$ cat config.mk
export PLATFORM = sky130hd
export DESIGN_NAME = rcts_rand
export DESIGN_NICKNAME = d
export VERILOG_FILES = /design/src/rtl/core/rcts_pkg.sv /design/src/rtl/core/rcts_rand.sv
export SDC_FILE = /design/constraint.sdc
export NUM_CORES = 2
export LEC_CHECK = 0
export ABC_AREA = 0
export BUFFER_PORTS_ARGS = -buffer_cell sky130_fd_sc_hd__buf_2
export CAP_MARGIN = 20
export CORE_ASPECT_RATIO = 0.6
export CORE_UTILIZATION = 40
export DETAILED_ROUTE_END_ITERATION = 6
export HOLD_SLACK_MARGIN = 0.1
export PLACE_DENSITY = 0.65
export SLEW_MARGIN = 5
export SYNTH_ARGS = -nofsm -noshare
export SYNTH_HDL_FRONTEND = slang
export SYNTH_SLANG_ARGS = --single-unit
export TNS_END_PERCENT = 30
$ cat constraint.sdc
create_clock -name aclk -period 28.7 [get_ports aclk]
set_input_delay 2.87 -clock aclk [delete_from_list [all_inputs] [get_ports aclk]]
set_output_delay 2.87 -clock aclk [all_outputs]
set_load 0.05 [all_outputs]
$ cat src/rtl/core/rcts_pkg.sv
// shared constants for the read cache tag store
`default_nettype none
package rcts_pkg;
    localparam int SLOTS_DEF = 64;
    localparam int KEY_W = 40;
    localparam int STAMP_W = 64;
    localparam int CNT_W = 32;
    localparam int RAND_W = 64;

    localparam logic [RAND_W-1:0] LCG_MUL = 64'd6364136223846793005;
    localparam logic [RAND_W-1:0] LCG_INC = 64'd1442695040888963407;
    localparam logic [RAND_W-1:0] RAND_SEED = 64'h9e3779b97f4a7c15;
    localparam int RAND_SHIFT = 33;
    localparam int RAND_BITS = RAND_W - RAND_SHIFT;
    localparam logic [CNT_W-1:0] HIT_LAT_RST = 32'd1000;
    localparam logic [CNT_W-1:0] CNT_MAX = '1;

    localparam logic [1:0] POL_CLOCK = 2'd0;
    localparam logic [1:0] POL_RANDOM = 2'd1;
    localparam logic [1:0] POL_LRU = 2'd2;
    localparam logic [1:0] POL_2Q = 2'd3;

    localparam logic [1:0] REG_ACTIVE_SLOTS = 2'd0;
    localparam logic [1:0] REG_EVICT_POLICY = 2'd1;
    localparam logic [1:0] REG_HIT_LATENCY = 2'd2;

    localparam logic MODE_INVALIDATE = 1'b1;
endpackage
`default_nettype wire

$ cat src/rtl/core/rcts_rand.sv
// lcg random victim unit: shared 32x32 multiplier, then bit-serial modulo
`default_nettype none
module rcts_rand
    import rcts_pkg::*;
#(
    parameter int CAP_W = 7,
    parameter int IW = 6
) (
    input  wire logic             aclk,
    input  wire logic             aresetn,
    input  wire logic             start,
    input  wire logic [CAP_W-1:0] cap,
    output logic                  done,
    output logic      [IW-1:0]    victim
);
    typedef enum logic [5:0] {
        R_IDLE = 6'b000001,
        R_MUL0 = 6'b000010,
        R_MUL1 = 6'b000100,
        R_MUL2 = 6'b001000,
        R_ADD  = 6'b010000,
        R_MOD  = 6'b100000
    } rphase_t;

    rphase_t               phase_reg;
    logic [RAND_W-1:0]     state_reg;
    logic [RAND_W-1:0]     state_next;
    logic [RAND_W-1:0]     acc_reg;
    logic [RAND_BITS-1:0]  quo_reg;
    logic [CAP_W-1:0]      rem_reg;
    logic [4:0]            bit_reg;
    logic [31:0]           mul_a;
    logic [31:0]           mul_b;
    logic [63:0]           prod;
    logic [CAP_W:0]        trial;
    logic [CAP_W:0]        rem_next;

    always_comb begin
        mul_a = state_reg[31:0];
        mul_b = LCG_MUL[31:0];
        case (phase_reg)
            R_MUL1: mul_b = LCG_MUL[63:32];
            R_MUL2: mul_a = state_reg[63:32];
            default: ;
        endcase
    end

    assign prod = mul_a * mul_b;
    assign state_next = acc_reg + LCG_INC;
    assign trial = {rem_reg, quo_reg[RAND_BITS-1]};
    assign rem_next = (trial >= {1'b0, cap}) ? trial - {1'b0, cap} : trial;

    always_ff @(posedge aclk) begin
        if (!aresetn) begin
            phase_reg <= R_IDLE;
            state_reg <= RAND_SEED;
            done <= 1'b0;
        end else begin
            done <= 1'b0;
            case (phase_reg)
                R_IDLE: begin
                    if (start) phase_reg <= R_MUL0;
                end
                R_MUL0: begin
                    acc_reg <= prod;
                    phase_reg <= R_MUL1;
                end
                R_MUL1: begin
                    acc_reg[63:32] <= acc_reg[63:32] + prod[31:0];
                    phase_reg <= R_MUL2;
                end
                R_MUL2: begin
                    acc_reg[63:32] <= acc_reg[63:32] + prod[31:0];
                    phase_reg <= R_ADD;
                end
                R_ADD: begin
                    state_reg <= state_next;
                    quo_reg <= state_next[RAND_W-1:RAND_SHIFT];
                    rem_reg <= '0;
                    bit_reg <= 5'(RAND_BITS - 1);
                    phase_reg <= R_MOD;
                end
                R_MOD: begin
                    rem_reg <= rem_next[CAP_W-1:0];
                    quo_reg <= {quo_reg[RAND_BITS-2:0], 1'b0};
                    bit_reg <= bit_reg - 5'd1;
                    if (bit_reg == 5'd0) begin
                        victim <= rem_next[IW-1:0];
                        done <= 1'b1;
                        phase_reg <= R_IDLE;
                    end
                end
                default: phase_reg <= R_IDLE;
            endcase
        end
    end
endmodule
`default_nettype wire

==> results.tsv <==
stage	metric	value	unit
run_status	outcome	finished, violations left	
run_status	failing checks	DRC	
placed_design	Detail Placement HPWL	86.7	mm
global_routing	largest net degree at the start of global routing	83	
floorplanning	cell row count	80	
timing	Final WS setup	17360	ps
yosys	Synth Instances	3266	
final_layout	nets	4316	
floorplanning	Die Y	223	µm
cts	Clock Latency Late Sink	460	ps
power	Power Density	65.7	mW/mm²
routing	Residual DRC	1	
final_layout	Syn-to-layout area delta	6.28	%
critical_path	Critical-path top delay cell	mux2i_1	
global_routing	initial antenna violation count	2	
routing	Via density	5.42	
cts	total CTS buffers	17	
global_routing	GRT Resource Usage Total	25.3	%
cts	CTS sink count	184	
power	clock share of power	10.7	%
yosys	Synth top area share	33.6	%
power	Comb pwr share	74.2	%
yosys	Post-synth EDFFs	113	
routing	First-pass DRT Iterations	7	
floorplanning	Core Footprint	0.0800	mm²
critical_path	crit path DAT	11550	ps
power	static leakage	16.5	nW
timing	Final period util	39.5	%
floorplanning	Chip Width	370	µm
min_path	HP Class	reg -> reg	
critical_path	CP max stage delay	850	ps
routing	initial DRC count	2391	
yosys	Mean Syn Cell Area	9.97	µm²
critical_path	CP Launch Type	flip-flop	
routing	Final ANT Viol Nets	0	
cts	Worst-path clk slew	70	ps
final_layout	final core occ	43.3	%
timing	clock skew	20.1	ps
cts	Resize count post-CTS	0	
critical_path	CP required	28910	ps
cts	CTS root buf	clkbuf_16	
global_routing	first-pass GRT wire length	152	mm
global_routing	vias in the first global route	23300	
timing	fin crit period	11340	ps
cts	CTS Hold Bufs	0	
yosys	post-synthesis cell type with the largest combined area	fa_1	
timing	Slew Limit Fails	0	
power	Flop pwr share	15.1	%
timing	RSZ-0062 raised after global routing	no	
yosys	Synth Cell Area	0.0326	mm²
power	Psw	1.25	mW
critical_path	CP endpoint kind	flip-flop	
yosys	post-synthesis sequential area ratio	14.8	%
final_layout	layout cells sized above 1	4.74	%
floorplanning	die footprint	0.0826	mm²
cts	H-Tree Level Count	4	
cts	clock buffer depth	2	
yosys	Netlist cell types	99	
routing	final wirelength	102	mm
timing	setup total negative slack	0	ps
timing	Worst Max-Slew Pin Slew	1160	ps
power	Max VDD drop	0.119	mV
final_layout	commonest non-fill, non-tap cells in the layout	inv_1, fa_1, ha_1	
timing	Max Clk Rate	88.2	MHz
yosys	dominant cells by area after synthesis	fa_1, ha_1, edfxtp_1	
yosys	asr flop ratio synth	0	%
timing	Slew headroom	22.1	%
placed_design	setup slack at placement	17490	ps
critical_path	Setup CP Type	reg -> reg	
global_routing	gr ovfl total	0	
placed_design	Buffers on Ports	16	
yosys	prevailing post-synth register cell	edfxtp_1	
routing	Vias	23600	
power	Int Pwr	1.02	mW
yosys	synthesized flop and latch total	184	
cts	post-CTS setup buffers	0	
timing	Final setup viols	0	
critical_path	worst-path maximum fanout	35	
floorplanning	I/O pins	17	
yosys	yosys warns	0	
timing	Hold Vio Cnt, Final	0	
floorplanning	initial core utilization	40.7	%
placed_design	routability cong.	1.02	
routing	Avg WL per Cell	23.4	µm
cts	CTS tree	done	
final_layout	most common cell after layout, fill and taps aside	inv_1	
power	Switching Share	55.1	%
flow_run	Max Cap Viol	0	
## critical path: cells and delay by family (launching register included)
| family | cells | cell delay [ps] |
|---|---|---|
| muxes | 1 | 850 |
| xor gates and xnor gates | 1 | 250 |
| AOI/OAI and AO/OA | 7 | 2100 |
| and+or+nand+nor | 8 | 1160 |
| buffers and inverters | 9 | 1580 |
| DFF | 1 | 460 |
| adders and majority gates | 10 | 4650 |
## power groups by stage
| stage | logic [mW] | clock network, mW | registers, mW |
|---|---|---|---|
| 3_5_place_dp | 1.58 | 0 | 0.349 |
| 5_1_grt | 1.78 | 0.254 | 0.344 |
| 2_1_floorplan | 1.03 | 0 | 0.345 |
| 6_report | 1.69 | 0.243 | 0.343 |
| 3_3_place_gp | 1.58 | 0 | 0.349 |
| 4_1_cts | 1.60 | 0.244 | 0.343 |
## cell usage after synthesis, types with 5 or more instances
cell type	number
nor4_1	11
nand2b_1	11
edfxtp_1	113
o21ai_1	17
nor2_1	192
o21bai_1	16
nor2b_1	11
or2_2	20
fa_1	547
a31oi_1	23
nor3_1	31
buf_2	15
o211ai_1	27
a21boi_0	7
xor2_1	59
or3_1	13
a31o_2	6
nand2_1	173
o21ai_0	98
a21oi_1	156
nand4_1	23
and2_1	15
nand3_1	41
mux2_2	9
xnor2_1	87
o21a_1	17
o31ai_1	9
and3_1	9
ha_1	479
a21o_1	36
nand3b_1	7
mux2i_1	35
and4_1	5
a211oi_1	26
clkbuf_1	57
dfxtp_1	71
a311oi_1	6
inv_1	689
## cell type report
type | count | area (µm²)
Tap cell | 1066 | 1330
Timing Repair Buffer | 46 | 325
Clock inverter | 13 | 124
Multi-Input combinational cell | 2341 | 25000
Clock buffer | 19 | 464
Fill cell | 7654 | 45400
Antenna cell | 1 | 2.50
Sequential cell | 184 | 4810
Inverter | 690 | 2590
## per-stage QoR
step                hold slack [ps]  instances  cell area (µm²)  total power [mW]
floorplan                       428       3295            32700              1.38
global placement                440       4322            34000              1.93
detailed placement              447       4323            34000              1.93
CTS                             456       4355            34600              2.18
global route                    476       4359            34600              2.38
finish                          458       4360            34600              2.27
## logic make-up (layout without fill, tap and decap cells)
| group | Yosys count | in the layout | share of synthesized area, % |
|---|---|---|---|
| adder cells (fa/ha/maj) | 1026 | 1026 | 52.0 |
| buffers and inverters | 770 | 768 | 9.01 |
| AO/OA/AOI/OAI | 502 | 502 | 10.1 |
| AND/OR/NAND/NOR | 590 | 590 | 8.65 |
| multiplexers | 45 | 45 | 1.43 |
| XOR/XNOR | 147 | 147 | 4.00 |
| other | 2 | 32 | 0.0231 |
| flip-flops | 184 | 184 | 14.8 |
## final timing paths
path                       from            end  slack, ps  depth (start not counted)
setup / recovery   phase_reg[1]    acc_reg[59]      17360                         36
setup reg to reg   phase_reg[1]    acc_reg[59]      17360                         36
hold reg to reg   state_reg[61]  state_reg[61]        460                          2
hold / removal    state_reg[61]  state_reg[61]        460                          2
## metal layers
layer | up-vias | GRT usage, % | share of wire, %
li1 | 10600 | - | -
met1 | 11800 | 39.7 | 48
met2 | 1153 | 30.4 | 36
met3 | 45 | 13.1 | 15
met4 | 0 | 2.21 | 0.59
met5 | - | 0 | 0
(Power assumes the default switching activity.)
